[src/lres_pkg.sv]
package lres_pkg;

  localparam int CELL_W  = 10;
  localparam int GENE_W  = 8;
  localparam int PAIR_W  = 6;
  localparam int SLOT_W  = 2;
  localparam int CNT_W   = 3;
  localparam int NSUB    = 4;
  localparam int EXPR_W  = 16;
  localparam int SCORE_W = 32;
  localparam int ROOT_W  = 16;
  localparam int LIST_W  = PAIR_W + 1;
  localparam int COL_AW  = LIST_W + SLOT_W;
  localparam int EXPR_AW = CELL_W + GENE_W;

  localparam logic [1:0] CMD_LOAD_EXPR = 2'd0;
  localparam logic [1:0] CMD_LOAD_COL  = 2'd1;
  localparam logic [1:0] CMD_SCORE     = 2'd2;

  typedef enum logic [2:0] {
    ST_IDLE,
    ST_READ,
    ST_MUL,
    ST_SQRT,
    ST_SCALE,
    ST_OUT
  } state_e;

  // Controller to datapath.
  typedef struct packed {
    logic                  take;
    logic                  rd_issue;
    logic                  rd_side;
    logic [SLOT_W-1:0]     rd_slot;
    logic                  rd_first;
    logic                  mul;
    logic                  sqrt_init;
    logic                  sqrt_step;
    logic                  scale;
  } ctrl_t;

  // Datapath to controller.
  typedef struct packed {
    logic             is_score;
    logic [CNT_W-1:0] lig_cnt;
    logic [CNT_W-1:0] rec_cnt;
  } stat_t;

endpackage

[src/lres_ctrl.sv]
module lres_ctrl (
  input  logic            clk_i,
  input  logic            rst_ni,
  input  logic            in_valid,
  output logic            in_ready,
  output logic            out_valid,
  input  logic            out_ready,
  input  lres_pkg::stat_t stat_i,
  output lres_pkg::ctrl_t ctrl_o
);

  lres_pkg::state_e state_q, state_d;
  logic [3:0] cnt_q, cnt_d;
  logic [3:0] tot;
  logic [3:0] nlim;

  assign tot  = {1'b0, stat_i.lig_cnt} + {1'b0, stat_i.rec_cnt};
  assign nlim = tot + 4'd2;

  always_comb begin
    state_d = state_q;
    cnt_d   = cnt_q;
    unique case (state_q)
      lres_pkg::ST_IDLE: begin
        cnt_d = '0;
        if (in_valid && stat_i.is_score) state_d = lres_pkg::ST_READ;
      end
      lres_pkg::ST_READ: begin
        cnt_d = cnt_q + 4'd1;
        if (cnt_q == nlim) begin
          state_d = lres_pkg::ST_MUL;
          cnt_d   = '0;
        end
      end
      lres_pkg::ST_MUL: state_d = lres_pkg::ST_SQRT;
      lres_pkg::ST_SQRT: begin
        cnt_d = cnt_q + 4'd1;
        if (cnt_q == 4'd15) state_d = lres_pkg::ST_SCALE;
      end
      lres_pkg::ST_SCALE: state_d = lres_pkg::ST_OUT;
      lres_pkg::ST_OUT:   if (out_ready) state_d = lres_pkg::ST_IDLE;
      default:            state_d = lres_pkg::ST_IDLE;
    endcase
  end

  always_comb begin
    ctrl_o    = '0;
    in_ready  = 1'b0;
    out_valid = 1'b0;
    unique case (state_q)
      lres_pkg::ST_IDLE: begin
        in_ready    = 1'b1;
        ctrl_o.take = in_valid;
      end
      lres_pkg::ST_READ: begin
        // Ligand subunits first, then receptor subunits.
        if (cnt_q < tot) begin
          ctrl_o.rd_issue = 1'b1;
          if (cnt_q < {1'b0, stat_i.lig_cnt}) begin
            ctrl_o.rd_side  = 1'b0;
            ctrl_o.rd_slot  = cnt_q[1:0];
            ctrl_o.rd_first = (cnt_q == 4'd0);
          end else begin
            ctrl_o.rd_side  = 1'b1;
            ctrl_o.rd_slot  = 2'(cnt_q - {1'b0, stat_i.lig_cnt});
            ctrl_o.rd_first = (cnt_q == {1'b0, stat_i.lig_cnt});
          end
        end
      end
      lres_pkg::ST_MUL: begin
        ctrl_o.mul       = 1'b1;
        ctrl_o.sqrt_init = 1'b1;
      end
      lres_pkg::ST_SQRT:  ctrl_o.sqrt_step = 1'b1;
      lres_pkg::ST_SCALE: ctrl_o.scale     = 1'b1;
      lres_pkg::ST_OUT:   out_valid        = 1'b1;
      default: ;
    endcase
  end

  logic scale_q;
  always_ff @(posedge clk_i or negedge rst_ni) begin
    if (!rst_ni) begin
      state_q <= lres_pkg::ST_IDLE;
      cnt_q   <= '0;
      scale_q <= 1'b0;
    end else begin
      state_q <= state_d;
      cnt_q   <= cnt_d;
      scale_q <= (state_q == lres_pkg::ST_SCALE);
    end
  end

  a_out_after_scale: assert property (@(posedge clk_i) disable iff (!rst_ni)
    $rose(out_valid) |-> scale_q) else $error("result without scaling");
  a_no_ready_busy: assert property (@(posedge clk_i) disable iff (!rst_ni)
    out_valid |-> !in_ready) else $error("ready while result pending");
  a_sqrt_len: assert property (@(posedge clk_i) disable iff (!rst_ni)
    (state_q == lres_pkg::ST_SCALE) |-> $past(state_q) == lres_pkg::ST_SQRT)
    else $error("scale without root");

endmodule

[config.mk]
export PLATFORM = sky130hd
export DESIGN_NAME = lres_ctrl
export DESIGN_NICKNAME = d
export VERILOG_FILES = /design/src/lres_pkg.sv /design/src/lres_ctrl.sv
export SDC_FILE = /design/constraint.sdc
export NUM_CORES = 1
export LEC_CHECK = 0
export BUFFER_PORTS_ARGS = -buffer_cell sky130_fd_sc_hd__buf_2
export CAP_MARGIN = 5
export CELL_PAD_IN_SITES_DETAIL_PLACEMENT = 1
export CELL_PAD_IN_SITES_GLOBAL_PLACEMENT = 2
export CORE_MARGIN = 2
export CORE_UTILIZATION = 30
export DETAILED_ROUTE_END_ITERATION = 8
export PLACE_DENSITY = 0.9
export SKIP_LAST_GASP = 1
export SYNTH_ARGS = -nofsm -noshare
export SYNTH_HDL_FRONTEND = slang
export SYNTH_SLANG_ARGS = --single-unit
[constraint.sdc]
create_clock -name clk_i -period 5.2 [get_ports clk_i]
set_clock_uncertainty 0.15 [all_clocks]
set_input_delay 0.78 -clock clk_i [delete_from_list [all_inputs] [get_ports clk_i]]
set_output_delay 0.78 -clock clk_i [all_outputs]
set_load 0.01 [all_outputs]
; After elaboration in Yosys (flattened, before gate mapping)
; Cells that the tools add are included.
[totals]
word_cells = 41
in_bits = 11
regBits = 7
[op_classes]
n_lt_le_gt_ge = 2
n_eq_ne = 12
n_reduce_logical = 5
n_addsub = 4
mux = 16
[ops]
columns = operator, n
row1 = $pmux W3 S6, 1
row2 = $mux W3, 4
row3 = $pmux W4 S3, 1
row4 = $mux W5, 2
row5 = $mux W4, 2
row6 = $ne A2 B2 Y1 const B, 4
row7 = $eq A3 B2 Y1 const B, 2
row8 = $eq A3 B3 Y1 const B, 2
row9 = $mux W1, 5
row10 = $add A3 B3 Y4, 1
row11 = $add A4 B1 Y4 const B, 1
row12 = $add A4 B2 Y4 const B, 1
row13 = $eq A4 B3 Y1, 1
row14 = $eq A4 B4 Y1, 1
row15 = $eq A4 B4 Y1 const B, 1
row16 = $logic_not A4 Y1, 1
row17 = $lt A4 B3 Y1, 1
row18 = $lt A4 B4 Y1, 1
row19 = $reduce_and A4 Y1, 1
row20 = $eq A3 B1 Y1 const B, 1
row21 = $logic_not A3 Y1, 1
row22 = $reduce_bool A3 Y1, 1
row23 = $mux W2, 1
row24 = $sub A2 B2 Y2, 1
row25 = $logic_and A1 B1 Y1, 1

; Logic depth before layout (Yosys ltp)
[logic_depth]
ltp_word = 5
depth_mapped = 11
ltp_nobuf = 11

; Least setup slack after synthesis
; Ideal clock, no wire load.
[synth_timing]
path_kind = input to output
startpoint = in stat_i[0] in the netlist's numbering
endpoint = out ctrl_o[4] in the netlist's numbering
t_arrival_ns = 2.512
required_ns = 4.270
path_buffers = 0
cell_stages = 9
slack_ns = 1.758
path_cell_list = ha_1 inv_1 fa_1 ha_1 nor2b_1 o21a_1 o21ai_0 nand3b_1 nor2_1
[synth_rtl]
columns = item, line
row1 = start: declaration, lres_ctrl.sv:8  ; input lres_pkg::stat_t stat_i,
row2 = end: declaration, lres_ctrl.sv:9  ; output lres_pkg::ctrl_t ctrl_o

==> results.md <==
- After synthesis, flip-flops and latches occupy 21.9% of the total area.
- By count the netlist is led by 16 x inv_1, 13 x ha_1, 10 x nor2_1.
- STA classifies the critical path startpoint as an input pin.
- In this run the power density over the cells is 482 nW/um2.
- The number of top-level pins is 23.
- Setup violations remaining at the end of the flow were counted as 0.
- Global routing consumed, over all layers together, 13.7% of the routing resources.
- The data required time of the worst path is 4270 ps.
- The depth of the CTS H-tree is 1.
- The first routing iteration left 13 violations.
- The overall die height is 55.6 um.
- On the critical path, the stage with the largest delay is an instance of fa_1.
- At the end of the flow, the number of nets in the layout was 146.
- The HPWL after detailed placement is 1.70 mm.
- The overflow left after global routing is 0.
- For this block, the routed nets add up to 1.99 mm of wire.
- At the later pin of the worst-skew pair, clock insertion delay measures 250 ps.
- The number of cell rows is 18.
- The synthesized design spends more area on one cell type than any other, namely dfrtp_1.
- For this run, the slowest stage of the critical path takes 430 ps.
- The gate count after technology mapping is 95.
- The post-synthesis instance area is 800 um2.
- The post-synthesis net count is 121.
- The number of pins with negative max-slew slack in the final report is 0.
- The number of clock sinks is 7.
- The total power after layout is 0.000459 W.
- The buffer depth of the longest clock path is 2.
- The total vias in the final route is 771.
- The worst setup path is of the input pin to output pin kind.
- Headroom to the max-slew limit came out at 48.1%.
- Counting the buffers created by CTS gives 3.
- The number of buffers inserted for hold repair after clock tree synthesis is 0.
- The share of synthesized registers carrying an async set or reset is 100%.
- The number of enable-type register cells in the synthesized netlist is 0.
- For the pin with the worst max-slew slack, the measured transition is 773 ps.
- Setup repair after global routing left no endpoint under its margin.
- The netlist uses 30 different library cells.
- The die span in x is 55.6 um.
- TritonCTS built the clock tree.
- The initial antenna violation count is 0.
- Counting both buffers and inverters, the worst setup path holds a total of 3.
- The post-detailed-route count of antenna-violating nets is 0.
- Yosys printed 0 warnings.
- The maximum number of pins on one net before global-route repair is 11.
- The total DRC errors in the routed layout is 0.
- Walking the worst path, the cells encountered are buf_2 > ha_1 > inv_1 > fa_1 > ha_1 > nor2b_1 > o21a_1 > o21ai_0 > nand3b_1 > nor2_1 > buf_2.
- The final-report hold violation count is 0.
- The number of global-route vias before repair is 782.
- Across the run, the number of max-cap violations was 0.
- The die covers 3090 um2.
- Summed over its instances, the top area cell type makes up 21.9% of the synthesized netlist area.
- Clock-pin slew was measured on the worst setup and hold paths at 60 ps.
- The run finished with clean final reports.
- Port buffering added 22 buffers.
- The peak ir drop on the vdd network is 0.000341 V.
- The initial utilization of the core area, before any placement, comes to 32.0%.
- Derived from the worst setup path, the maximum achievable clock frequency is 265 MHz.
- By area the synthesized netlist is led by dfrtp_1 22%, ha_1 20%, inv_1 7.5%.
- The worst hold-check path type is input pin to asynchronous set/reset pin.
- The number of buffers inserted by post-CTS setup repair is 0.
- The flip-flop and latch count after synthesis is 7.
- Summing all flip-flop and latch instances after layout gives 175 um2.
- The core region is 2500 um2.
- The routed via count divided by cell count is 5.17.
- The most common flop cell mapped by yosys is dfrtp_1.
- The final-layout fill cell count is 324.
- The part of the cycle the worst path needs is 72.5%.
- The endpoint arrival time on the critical path is 2840 ps.
- The fraction of final layout cells sized beyond drive strength 1 is 25.2%.
- The pre-antenna-repair detailed-routing pass consisted of 4 iterations.
- The final weighted congestion in routability-driven placement is 0.738.
- For this design the static power due to leakage is 0.505 nW.
- The count of antenna diodes in the layout is 0.
- STA classifies the critical path endpoint as an output pin.
- Broken down by cell family, the worst path's largest delay share belongs to adder cells.
- After routing, the total negative slack on setup checks comes to 0 ps.
- Along the worst path, the maximum fanout reaches 5.
- The area taken by multi-input logic gates is 543 um2.
- After detailed routing, the average wire length per cell comes to 13.3 um.
- The post-route minimum period is 3770 ps.
- The root buffer selected by CTS is clkbuf_4.
- The number of gates resized after CTS was 0.
- The average cell area after synthesis is 8.42 um2.
- The leading cell type by number of instances after synthesis is inv_1.
- From synthesis to final layout, the design area changed by 19.1%.
- The wire length of the first global-routing pass is 3.41 mm.
[final cells by class]
type	instances	area share [%]
multi-input cells	70	57.0
flip-flops and latches	7	18.4
repair buffers	22	11.6
inverters	16	6.31
well taps	30	3.94
clock buffers	4	2.76
[routing by layer]
metal	track usage (%)	part of all wire [%]	vias up
li1	-	-	378
met1	16.1	44	368
met2	24.8	50	25
met3	3.95	6.1	0
met4	2.09	0	0
met5	0	0	-
[metrics by stage]
| stage | cell area (um2) | setup slack, ps | util (%) | hold slack (ps) | std cells |
|---|---|---|---|---|---|
| 6_report | 952 | 1430 | 38.1 | 198 | 149 |
| 5_1_grt | 952 | 1250 | 38.1 | 175 | 149 |
| 4_1_cts | 952 | 1410 | 38.1 | 198 | 149 |
| 3_5_place_dp | 926 | 1400 | 37.0 | 358 | 145 |
| 3_3_place_gp | 926 | 1510 | 37.0 | 351 | 145 |
| 2_1_floorplan | 800 | 1760 | - | 313 | 95 |
[worst register-to-register path, stage by stage (launching register included)]
cell      delay [ps]
dfrtp_1          530
ha_1             240
inv_1             60
nor3_1           280
o21ai_0          130
a222oi_1         400
a21oi_1           70
[report_power, final]
part,internal [W],total (W),switching (W)
logic,0.000127,0.000289,0.000162
clock network,0.0000294,0.0000508,0.0000215
registers,0.0000766,0.000119,0.0000423
[flip-flops by register name, indices dropped and copies added (netlist names)]
| register | count |
|---|---|
| cnt_q | 4 |
| state_q | 3 |
[cells in the final DEF, fill, tap and decap left out, types with 3 or more instances in the layout]
master    count
nor2_1       10
xor2_1        3
o21ai_0       4
nand3_1       4
nor3_1        5
buf_2        22
dfrtp_1       7
inv_1        16
nand2_1       4
ha_1         13
a21oi_1       5
clkbuf_4      3
[worst paths after layout]
check,cells after the start,start,end,slack [ps]
max reg2reg,6,cnt_q[1]$_DFFE_PN0P_,state_q[0]$_DFFE_PN0P_,3210
max in group asynchronous,1,rst_ni,cnt_q[0]$_DFFE_PN0P_,4540
min in group clk_i,1,state_q[2]$_DFFE_PN0P_,state_q[1]$_DFFE_PN0P_,360
max,11,stat_i[3],ctrl_o[5],1430
min reg2reg,1,state_q[2]$_DFFE_PN0P_,state_q[1]$_DFFE_PN0P_,360
min,1,rst_ni,cnt_q[2]$_DFFE_PN0P_,200
[logic make-up (layout without fill, tap and decap cells)]
group / Yosys count / in the layout / synth area share [%]
adder cells (fa/ha/maj): 15 / 15 / 25.4
flip-flops: 7 / 7 / 21.9
AND/OR/NAND/NOR: 29 / 29 / 17.8
AO/OA/AOI/OAI: 21 / 21 / 18.8
XOR/XNOR: 3 / 3 / 3.29
multiplexers: 2 / 2 / 2.66
buffers and inverters: 18 / 42 / 10.2
Power figures use the tool's default switching activity.
